File: config.mk
export PLATFORM = sky130hd
export DESIGN_NAME = float_to_int8_pow2_quantize
export DESIGN_NICKNAME = d
export VERILOG_FILES = /design/src/f2i8_pkg.sv /design/src/f2i8_round.sv /design/src/float_to_int8_pow2_quantize.sv
export SDC_FILE = /design/constraint.sdc
export NUM_CORES = 1
export LEC_CHECK = 0
export CORE_ASPECT_RATIO = 0.5
export CORE_MARGIN = 2
export CORE_UTILIZATION = 50
export DETAILED_ROUTE_END_ITERATION = 8
export DONT_BUFFER_PORTS = 1
export PLACE_DENSITY = 0.71
export SETUP_SLACK_MARGIN = 0.4
export SYNTH_ARGS = -nofsm -noshare
export SYNTH_HDL_FRONTEND = slang
export SYNTH_HIERARCHICAL = 1
export SYNTH_SLANG_ARGS = --single-unit
File: constraint.sdc
create_clock -name clk -period 14.7 [get_ports clk]
set_input_delay 2.94 -clock clk [delete_from_list [all_inputs] [get_ports clk]]
set_output_delay 2.94 -clock clk [all_outputs]
set_load 0.1 [all_outputs]
File: src/f2i8_pkg.sv
// ----------------------------------------------------------------------------
// f2i8_pkg
// Shared types and constants for the float-to-int8 power-of-two quantizer.
// ----------------------------------------------------------------------------
package f2i8_pkg;

  localparam int FloatW = 32;
  localparam int OutW   = 8;
  localparam int SigW   = 24;

  localparam logic [7:0] ExpMax  = 8'hFF;
  localparam logic [7:0] ExpZero = 8'h00;
  // bias plus mantissa width: value = sig * 2^(expo - 150)
  localparam logic signed [10:0] ExpOffset = 11'sd150;
  localparam logic signed [10:0] MaxShift  = 11'sd25;

  localparam logic signed [OutW-1:0] SatPos = 8'sd127;
  localparam logic signed [OutW-1:0] SatNeg = -8'sd128;

  // decoded fields of one float beat
  typedef struct packed {
    logic              sign;
    logic              is_nan;
    logic              is_inf;
    logic              is_zero;
    logic signed [10:0] sh;
    logic [SigW-1:0]   sig;
  } f2i8_dec_t;

endpackage

File: src/f2i8_round.sv
// ----------------------------------------------------------------------------
// f2i8_round
// Combinational scale, round-to-nearest (ties up) and saturation to int8.
// ----------------------------------------------------------------------------
module f2i8_round (
  input  logic [f2i8_pkg::FloatW-1:0]        float_in,
  input  logic signed [7:0]                  fix_position,
  output logic signed [f2i8_pkg::OutW-1:0]   fixed_value
);
  import f2i8_pkg::*;

  f2i8_dec_t   dec;
  logic [4:0]  n;
  logic [SigW-1:0] q;
  // one bit wider than sig so the half bit still exists at the largest shift
  logic [SigW:0] r;
  logic [SigW:0] half;
  logic [8:0]  mag;
  logic        up;

  // decode fields and apply scale as exponent offset
  always_comb begin
    dec.sign    = float_in[31];
    dec.is_nan  = (float_in[30:23] == ExpMax) && (float_in[22:0] != '0);
    dec.is_inf  = (float_in[30:23] == ExpMax) && (float_in[22:0] == '0);
    dec.is_zero = (float_in[30:23] == ExpZero);
    dec.sig     = {1'b1, float_in[22:0]};
    dec.sh      = $signed({3'b000, float_in[30:23]}) - ExpOffset
                  + $signed({{3{fix_position[7]}}, fix_position});
  end

  // shift, round and saturate
  always_comb begin
    n    = 5'(-dec.sh);
    q    = dec.sig >> n;
    r    = {1'b0, dec.sig} & (((SigW+1)'(1) << n) - (SigW+1)'(1));
    half = (SigW+1)'(1) << (n - 5'd1);
    up   = dec.sign ? (r > half) : (r >= half);
    mag  = 9'(q[7:0]) + 9'(up);
    if (dec.is_nan || dec.is_zero) begin
      fixed_value = '0;
    end else if (dec.is_inf || dec.sh >= 0) begin
      fixed_value = dec.sign ? SatNeg : SatPos;
    end else if (dec.sh < -MaxShift) begin
      fixed_value = '0;
    end else if (!dec.sign) begin
      fixed_value = (q > 24'd127 || mag > 9'd127) ? SatPos : OutW'(mag);
    end else begin
      fixed_value = (q > 24'd128 || mag > 9'd128) ? SatNeg : OutW'(-mag);
    end
  end

endmodule

File: src/float_to_int8_pow2_quantize.sv
// ----------------------------------------------------------------------------
// float_to_int8_pow2_quantize
// Quantizes float32 beats to int8 with a power-of-two scale.
// ----------------------------------------------------------------------------
// Usage:
//   in channel  : in_valid/in_ready carry float_in, one float32 per beat.
//   out channel : out_valid/out_ready carry fixed_value, one int8 per beat.
//   cfg channel : cfg_valid/cfg_ready write fix_position (signed 8 bit),
//                 the scale exponent; write only while the block is idle.
// Path: an accepted beat is captured in the input register, converted
//   by one stage of logic and shown from the result register.
// Throughput: one beat per cycle; both stages advance together whenever
//   the result register is free or is taken in the same cycle.
// Stall: when out_ready is low a valid result holds, an empty input register
//   can still take a beat, and in_ready drops once both stages are full.
// Reset: both stages empty, fix_position returns to 0.
// ----------------------------------------------------------------------------
module float_to_int8_pow2_quantize (
  input  logic                              clk,
  input  logic                              rst,
  input  logic                              in_valid,
  output logic                              in_ready,
  input  logic [f2i8_pkg::FloatW-1:0]       float_in,
  output logic                              out_valid,
  input  logic                              out_ready,
  output logic signed [f2i8_pkg::OutW-1:0]  fixed_value,
  input  logic                              cfg_valid,
  output logic                              cfg_ready,
  input  logic signed [7:0]                 fix_position
);
  import f2i8_pkg::*;

  logic signed [7:0]     fix_reg;
  logic [FloatW-1:0]     in_data;
  logic                  in_full;
  logic signed [OutW-1:0] res_next;
  logic                  advance;

  assign cfg_ready = 1'b1;
  assign advance   = !out_valid || out_ready;
  assign in_ready  = !in_full || advance;

  // hold scale register
  always_ff @(posedge clk) begin
    if (rst) begin
      fix_reg <= '0;
    end else if (cfg_valid) begin
      fix_reg <= fix_position;
    end
  end

  // capture input beat
  always_ff @(posedge clk) begin
    if (rst) begin
      in_full <= 1'b0;
    end else if (in_ready) begin
      in_full <= in_valid;
    end
  end

  always_ff @(posedge clk) begin
    if (in_valid && in_ready) begin
      in_data <= float_in;
    end
  end

  f2i8_round u_round (
    .float_in     (in_data),
    .fix_position (fix_reg),
    .fixed_value  (res_next)
  );

  // advance result register
  always_ff @(posedge clk) begin
    if (rst) begin
      out_valid <= 1'b0;
    end else if (advance) begin
      out_valid <= in_full;
    end
  end

  always_ff @(posedge clk) begin
    if (advance && in_full) begin
      fixed_value <= res_next;
    end
  end

  // a stalled result must hold its value
  a_out_hold: assert property (@(posedge clk) disable iff (rst)
    out_valid && !out_ready |=> out_valid && $stable(fixed_value))
    else $error("result changed under stall");

  // a full input stage moves on whenever the output frees
  a_in_moves: assert property (@(posedge clk) disable iff (rst)
    in_full && advance |=> out_valid)
    else $error("input stage did not advance");

  // input stage may only block while the result is stalled
  a_ready: assert property (@(posedge clk) disable iff (rst)
    !in_ready |-> in_full && out_valid && !out_ready)
    else $error("input blocked without stall");

endmodule
Yosys cells after proc, flatten, opt, wreduce, memory -nomap -nowiden
Cells that the tools add are included.

Bits in registers: 50. Latch bits: 0. Bits in writable memories: 0. ROM bits: 0. Output and inout port bits: 11. Logic and storage cells: 47. Memories: 0.

$add $sub $neg: 7. Multipliers: 0. Divide/modulo/power cells: 0. Order comparisons: 8. Eq/ne operators: 1. Shift operators: 3. Mux-type cells: 7. Bitwise logic cells: 1. Reduce and logical (&&, ||, !) cells: 15.

Operator list (number): left shift 1 x 5 -> 25 bit, first input constant (2); two-way mux 8 bit (6); bitwise AND 24 x 25 -> 25 bit (1); >= comparator 25 bit (1); > comparator 25 bit (1); subtractor 25 x 1 -> 25 bit, second input constant (1); > comparator 24 x 7 -> 1 bit, second input constant (1); > comparator 24 x 8 -> 1 bit, second input constant (1); >> shifter 24 x 5 -> 24 bit (1); logical NOT 23 bit (1); nonzero test 23 bit (1); >= comparator 11 x 1 -> 1 bit, second input constant (1); < comparator 11 x 6 -> 1 bit, second input constant (1); adder 9 x 8 -> 10 bit (1); adder 8 x 1 -> 9 bit (1); > comparator 9 x 7 -> 1 bit, second input constant (1); > comparator 9 x 8 -> 1 bit, second input constant (1); subtractor 8 x 8 -> 9 bit, second input constant (1); equality test 8 bit, second input constant (1); logical NOT 8 bit (1); negation 8 bit (1); logical OR 1 bit (6); negation 5 bit (1); subtractor 5 x 1 -> 5 bit, second input constant (1); 3 further kinds (7).

Longest topological paths before layout
Gate-level depths: netlist of run 1.

Depth after elaboration: 15. Gate-level depth with buffers: 38.

Modules after synthesis
The synthesis of run 1 kept the hierarchy.

By module, submodules not included: f2i8_round (times used 1, cells each 608, area an instance 4172.8 um^2, seq. area each 0.0 um^2); float_to_int8_pow2_quantize (times used 1, cells each 78, area an instance 1582.8 um^2, seq. area each 1401.3 um^2).

Worst setup path before layout of run 1
Ideal clock, no wire load.

Path type: reg2reg. Start point: register in_data[23]. End point: register fixed_value[6] (netlist name) (data pin). Setup time: 0.170 ns. Arrival: 7.378 ns. Slack: 7.152 ns. Cell stages (with the launch flop): 35. Buffers on the path: 5. Clock period less this slack: 7.548 ns. Path through: edfxtp_1 ha_1 fa_1 inv_1 ha_1 clkbuf_1 xor3_1 clkbuf_1 clkbuf_1 clkbuf_1 nand3_1 ha_1 o21ai_1 a21oi_1 nand2_1 nor3_1 mux2_2 nand2_1 a21boi_0 ha_1 nand3_1 nor3_1 nand2_1 o311ai_0 nor2_1 a21oi_1 ha_1 ha_1 clkbuf_1 nand2_1 nor3b_2 xor2_1 or4_1 a31o_1 o32ai_2.

Word-level cells in the longest chain between the ends: 15. Elaborated cells between the ends (all ways): 33. Classes of those cells: add/sub: 7; order compare: 8; eq/ne: 1; shift: 3; mux: 6; bitwise: 1; reduce/logical: 7.

Ends and longest elaborated chain: start, declared (line float_to_int8_pow2_quantize.sv:34) `logic [FloatW-1:0] in_data;`; start signal, assigned (line float_to_int8_pow2_quantize.sv:63) `in_data <= float_in;`; subtractor 8 x 8 -> 9 bit (line f2i8_round.sv:28) `dec.sh = $signed({3'b000, float_in[30:23]}) - ExpOffset`; adder 9 x 8 -> 10 bit (line f2i8_round.sv:29) `+ $signed({{3{fix_position[7]}}, fix_position});`; negation 5 bit (line f2i8_round.sv:34) `n = 5'(-dec.sh);`; left shift 1 x 5 -> 25 bit (line f2i8_round.sv:36) `r = {1'b0, dec.sig} & (((SigW+1)'(1) << n) - (SigW+1)'(1));`; subtractor 25 x 1 -> 25 bit (line f2i8_round.sv:36); bitwise AND 24 x 25 -> 25 bit (line f2i8_round.sv:36); >= comparator 25 bit or > comparator 25 bit (tied branches) (line f2i8_round.sv:38) `up = dec.sign ? (r > half) : (r >= half);`; two-way mux 1 bit (line f2i8_round.sv:38); adder 8 x 1 -> 9 bit (line f2i8_round.sv:39) `mag = 9'(q[7:0]) + 9'(up);`; > comparator 9 x 7 -> 1 bit or > comparator 9 x 8 -> 1 bit (tied branches) (line f2i8_round.sv:47, f2i8_round.sv:49); logical OR 1 bit (on tied branches) (line f2i8_round.sv:47, f2i8_round.sv:49); two-way mux 8 bit (on tied branches) (line f2i8_round.sv:47, f2i8_round.sv:49); two-way mux 8 bit (line f2i8_round.sv:46) `end else if (!dec.sign) begin`; two-way mux 8 bit (line f2i8_round.sv:44) `end else if (dec.sh < -MaxShift) begin`; two-way mux 8 bit (line f2i8_round.sv:42) `end else if (dec.is_inf || dec.sh >= 0) begin`; end signal, assigned (line float_to_int8_pow2_quantize.sv:84) `fixed_value <= res_next;`; end, declared (line float_to_int8_pow2_quantize.sv:26) `output logic signed [f2i8_pkg::OutW-1:0] fixed_value,`.

Several ways; a longest one is shown, not always the timed one. A chain may end at the register's enable or synchronous reset.

Worst setup path after layout of run 1
Start point: register in_data[23]. End point: register fixed_value[5] (netlist name) (data pin).

The elaborated chain is that of the path after synthesis.

==> impl_metrics.py, run 1 <==
metrics = {
    "final_layout": {
        "layout_commonest_cell": "nand2_1",
        "largest_reg_flops": 32,
        "nets": 755,
        "multi_input_area_um2": 4130,
        "syn_to_final_growth_pct": 4.28,
        "utilization": 0.540,
        "drive_gt1_frac": 0.0766,
        "fillers": 1015,
        "mostFrequentLayoutCells": "nand2_1, nor2_1, ha_1, edfxtp_1, mux2i_1",
        "seqCellArea_um2": 1400,
        "diodes": 0,
    },
    "worst_setup_path": {
        "critical_path_buf_inv_count": 3,
        "setup.worst_path.class": "register to register",
        "endpoint_kind": "register",
        "critical-path-max-stage-delay_ps": 720,
        "worstPathArrival_ps": 9170,
        "cp_slowest_cell": "ha_1",
        "required_ps": 14810,
        "cp-start-kind": "register",
        "path_max_fanout": 29,
        "cp_top_family": "compound AO/OA/AOI/OAI gates",
    },
    "clocking": {
        "clockBufferDepth": 2,
        "post-cts-setup-buffers": 0,
        "clock-sinks": 50,
        "cts_max_level": 2,
        "clkTransAtPathRegs_ps": 70,
        "cts_tree": "done",
        "cts_resized": 0,
        "numCtsBuffers": 5,
        "clk_latency_ps": 300,
        "holdBufCountCts": 0,
        "root_buffer": "clkbuf_16",
    },
    "synth": {
        "synth.top_cell.area_share": 0.209,
        "ys_ff_latch": 50,
        "syn_avg_cell_area_um2": 8.39,
        "synth_edf_count": 40,
        "syn_area_um2": 5760,
        "synth_area_leader_cell": "edfxtp_1",
        "synthTopCellsByArea": "edfxtp_1, ha_1, mux2i_1, nand2_1, nor2_1",
        "synth_fp_nets": 776,
        "ys_seq_area_frac": 0.243,
        "synth_cell_type_count": 80,
        "netlist_instances": 686,
        "ys_warn_count": 6,
        "synth-main-ff-cell": "edfxtp_1",
        "synth-async-reset-ratio": 0,
    },
    "drt": {
        "vias": 5412,
        "first_iter_violations": 578,
        "postRouteAntennaNets": 0,
        "drt-total-wl_um": 16900,
        "viasPerCell": 6.67,
        "drt-wirelength-per-cell_um": 20.8,
        "drc": 0,
        "first_pass_iters": 7,
    },
    "global_route": {
        "grt_antenna_before_repair": 0,
        "grt.overflow.total": 0,
        "grt_pass1_vias": 4853,
        "grt_max_degree": 33,
        "grt_first_pass_wirelength_um": 26200,
        "grtUsageTotal": 0.274,
    },
    "die": {
        "die-area_um2": 12400,
        "dieWidth_um": 156,
        "ios": 56,
        "core_area_um2": 11100,
        "row_count": 27,
        "start_util": 0.518,
        "die_y_um": 79.9,
    },
    "place": {
        "dp_hpwl_um": 13100,
        "routabilityCongestion": 0.988,
        "io_buffers": 0,
    },
    "sta": {
        "fin_crit_ps": 9060,
        "worstMarginPinSlew_ps": 1100,
        "final.setup.tns_ps": 0,
        "holdWs_ps": 467,
        "fin_worst_skew_ps": 8.98,
        "fmaxAchievable_ghz": 0.110,
        "relSlewSlack": 0.263,
        "setup_violations": 0,
        "fin_crit_sh": 0.616,
        "final_hold_viol_count": 0,
        "final-max-slew-violation-count": 0,
        "grt_setup_unrepaired": "false",
    },
    "pwr": {
        "cellPowerDensity_nw_per_um2": 154,
        "finalPower_w": 0.000925,
        "leakage_nw": 2.25,
        "vdd.ir_drop.worst_v": 0.0000643,
    },
    "run_status": {
        "status": "finished, final reports clean",
    },
    "flow_run": {
        "maxCapViolCount": 0,
    },
    "min_path": {
        "hp-class": "register to register",
    },
}
[cells in the mapped netlist (all sizes together), types with 8 or more instances]
library cell,instances
a21oi,38
a21o,11
edfxtp,40
o31ai,9
dfxtp,10
ha,44
mux2i,39
o211ai,9
nand3,27
a221oi,8
nand2,88
inv,16
nor2,57
nand4,9
nor4,16
o21ai,32
clkbuf,21
or2,9
xnor2,22
o21a,14
and2,12
nor2b,13
nor3,14
buf,14
xor2,11
[where the power goes]
| part | switching (W) | internal [W] | total (W) |
|---|---|---|---|
| Clock | 0.0000549 | 0.0000812 | 0.000136 |
| Combinational | 0.000366 | 0.000227 | 0.000593 |
| Sequential | 0.0000301 | 0.000166 | 0.000196 |
[cells by family (layout without fill, tap and decap cells)]
logic type               Yosys count  after routing  synth area share
XOR/XNOR                          34             34            0.0557
buffers and inverters             52             32            0.0402
flip-flops                        50             50             0.243
other                              1              1          0.000652
AND/OR/NAND/NOR                  275            275             0.238
adder cells (fa/ha/maj)           45             45            0.0991
AO/OA/AOI/OAI                    179            179             0.224
multiplexers                      50             50            0.0991
[final timing paths]
check | from | to | slack (ps) | depth (start not counted)
hold / removal | in_full | out_valid | 470 | 2
setup reg to reg | in_data[23] | fixed_value[5] | 5640 | 35
hold reg to reg | in_full | out_valid | 470 | 2
setup / recovery | in_data[23] | fixed_value[5] | 5640 | 35
[metrics by stage]
stage,worst slack [ps],instance area [um^2],instances
5_1_grt,4950,6000,811
3_3_place_gp,5920,5830,803
3_5_place_dp,5800,5830,803
2_1_floorplan,7150,5760,686
6_report,5640,6000,811
4_1_cts,5720,6000,811
[routing by layer]
layer | global-route usage | vias up | part of all wire
met5 | 0 | - | 0
li1 | - | 2532 | -
met2 | 0.384 | 292 | 0.38
met1 | 0.396 | 2555 | 0.47
met4 | 0.0670 | 0 | 0.020
met3 | 0.0999 | 33 | 0.12
[worst min-delay path, stage by stage, from the launching register on]
cell and delay [ps]:
dfxtp_1 320, inv_1 50, a21oi_1 50
[final cells by class]
type,instances,share of cell area
multi-input cells,584,0.688
clock buffers,5,0.0208
repair buffers,7,0.00876
clock inverters,3,0.00792
well taps,145,0.0302
flip-flops and latches,50,0.233
inverters,17,0.0106
No activity file was read; power rests on OpenSTA's default activity.
==> run 2, diff against run 1 <==
==> constraint.sdc (replaced) <==
create_clock -name clk -period 8.5 [get_ports clk]
set_input_delay 1.7 -clock clk [delete_from_list [all_inputs] [get_ports clk]]
set_output_delay 1.7 -clock clk [all_outputs]
set_load 0.1 [all_outputs]
==> impl_metrics.py, run 2 (synthesis results as in run 1) <==
metrics = {
    "drt": {
        "drt-wirelength-per-cell_um": 21.5,
        "viasPerCell": 6.69,
        "vias": 5513,
        "drt-total-wl_um": 17700,
        "first_pass_iters": 5,
        "first_iter_violations": 665,
        "drc": 0,
        "postRouteAntennaNets": 0,
    },
    "final_layout": {
        "syn_to_final_growth_pct": 7.09,
        "largest_reg_flops": 32,
        "drive_gt1_frac": 0.122,
        "fillers": 967,
        "final_cell_count_no_fill": 824,
        "utilization": 0.555,
        "diodes": 0,
        "mostFrequentLayoutCells": "nand2_1, nor2_1, edfxtp_1, ha_1, mux2i_1",
        "layout_commonest_cell": "nand2_1",
        "nets": 768,
    },
    "die": {
        "ios": 56,
        "dieWidth_um": 156,
        "start_util": 0.518,
        "row_count": 27,
        "die-area_um2": 12400,
        "die_y_um": 79.9,
        "core_area_um2": 11100,
    },
    "global_route": {
        "grtUsageTotal": 0.287,
        "grt_antenna_before_repair": 0,
        "grt_max_degree": 33,
        "grt.overflow.total": 0,
        "grt_first_pass_wirelength_um": 27300,
        "grt_pass1_vias": 4981,
    },
    "sta": {
        "final_hold_viol_count": 0,
        "worst_slack_ps": 792,
        "fin_worst_skew_ps": 4.80,
        "setup_violations": 0,
        "final.setup.tns_ps": 0,
        "fmaxAchievable_ghz": 0.130,
        "grt_setup_unrepaired": "false",
        "fin_crit_sh": 0.907,
        "fin_crit_ps": 7710,
        "final-max-slew-violation-count": 0,
        "relSlewSlack": 0.258,
        "worstMarginPinSlew_ps": 1110,
    },
    "clocking": {
        "numCtsBuffers": 5,
        "holdBufCountCts": 0,
        "clockBufferDepth": 2,
        "cts_max_level": 2,
        "clkTransAtPathRegs_ps": 70,
        "clk_latency_ps": 300,
        "root_buffer": "clkbuf_16",
        "cts_tree": "done",
        "clock-sinks": 50,
    },
    "pwr": {
        "cellPowerDensity_nw_per_um2": 267,
        "leakage_nw": 2.31,
        "vdd.ir_drop.worst_v": 0.000111,
    },
    "place": {
        "dp_hpwl_um": 13800,
        "dp.cells": 814,
        "dpl_worst_slack_ps": 366,
        "io_buffers": 0,
        "routabilityCongestion": 1.05,
    },
    "worst_setup_path": {
        "worst_r2r_endpoint": "fixed_value[5]",
        "critical-path-max-stage-delay_ps": 480,
        "cp-start-kind": "register",
        "crit_start": "in_data[23]",
        "endpoint_kind": "register",
        "cp-endpoint": "fixed_value[5]",
        "r2r_cells": 36,
        "cpMostUsedCell": "o21a_1",
        "path_max_fanout": 11,
        "worstPathArrival_ps": 7820,
        "reg2reg_slack_ps": 790,
        "r2r-start": "in_data[23]",
        "setup.worst_path.class": "register to register",
        "cp_slowest_cell": "fa_2",
        "required_ps": 8610,
    },
    "flow_run": {
        "maxCapViolCount": 0,
    },
    "min_path": {
        "hold_path_depth": 2,
        "hp-class": "register to register",
        "worstHoldStart": "in_full",
    },
    "run_status": {
        "status": "finished, final reports clean",
    },
}
run 2: timing repair:
| action | 4_1_cts | 5_1_grt |
|---|---|---|
| pin swaps | 0 | 1 |
| hold endpoints to repair | 0 | 0 |
| resized for setup | 1 | 23 |
| setup buffers | 0 | 2 |
| setup endpoints to repair | 8 | 8 |
run 2: power breakdown:
group | switching [W] | internal, W
sequential | 0.0000517 | 0.000287
combinational | 0.000676 | 0.000427
clock | 0.0000942 | 0.000109
total | 0.000821 | 0.000823
run 2: worst min path at each step:
stage,endpoint,slack [ps]
after global routing,out_valid,480
after global placement,out_valid,440
after detailed placement,out_valid,450
final,out_valid,460
after floorplan,out_valid,430
after CTS,out_valid,460
run 2: critical path, delay by kind of cell (launching register included):
| kind | cells | cell delay [ps] |
|---|---|---|
| buffers and inverters | 3 | 370 |
| adder cells (fa/ha/maj) | 7 | 2060 |
| flip-flops | 1 | 410 |
| AND/OR/NAND/NOR | 9 | 1240 |
| multiplexers | 1 | 160 |
| AO/OA/AOI/OAI | 16 | 3250 |
run 2: layout make-up:
cell class              count  area, um^2  area share
clock inverters             3        20.0     0.00325
multi-input cells         584        4220       0.685
repair buffers             20         150      0.0244
flip-flops and latches     50        1400       0.227
well taps                 145         181      0.0294
inverters                  17        63.8      0.0104
clock buffers               5         125      0.0203
run 2: per-stage QoR:
step	hold WS (ps)	total power (W)	area, um^2
finish	464	0.00164	6160
global route	478	0.00175	6160
CTS	464	0.00157	6060
detailed placement	449	0.00137	5910
global placement	445	0.00136	5910
floorplan	434	0.00113	5760
run 2: per-layer routing:
layer	up-vias	track usage	part of all wire
li1	2557	-	-
met1	2557	0.403	0.45
met2	350	0.404	0.39
met3	49	0.117	0.14
met4	0	0.0743	0.021
met5	-	0	0
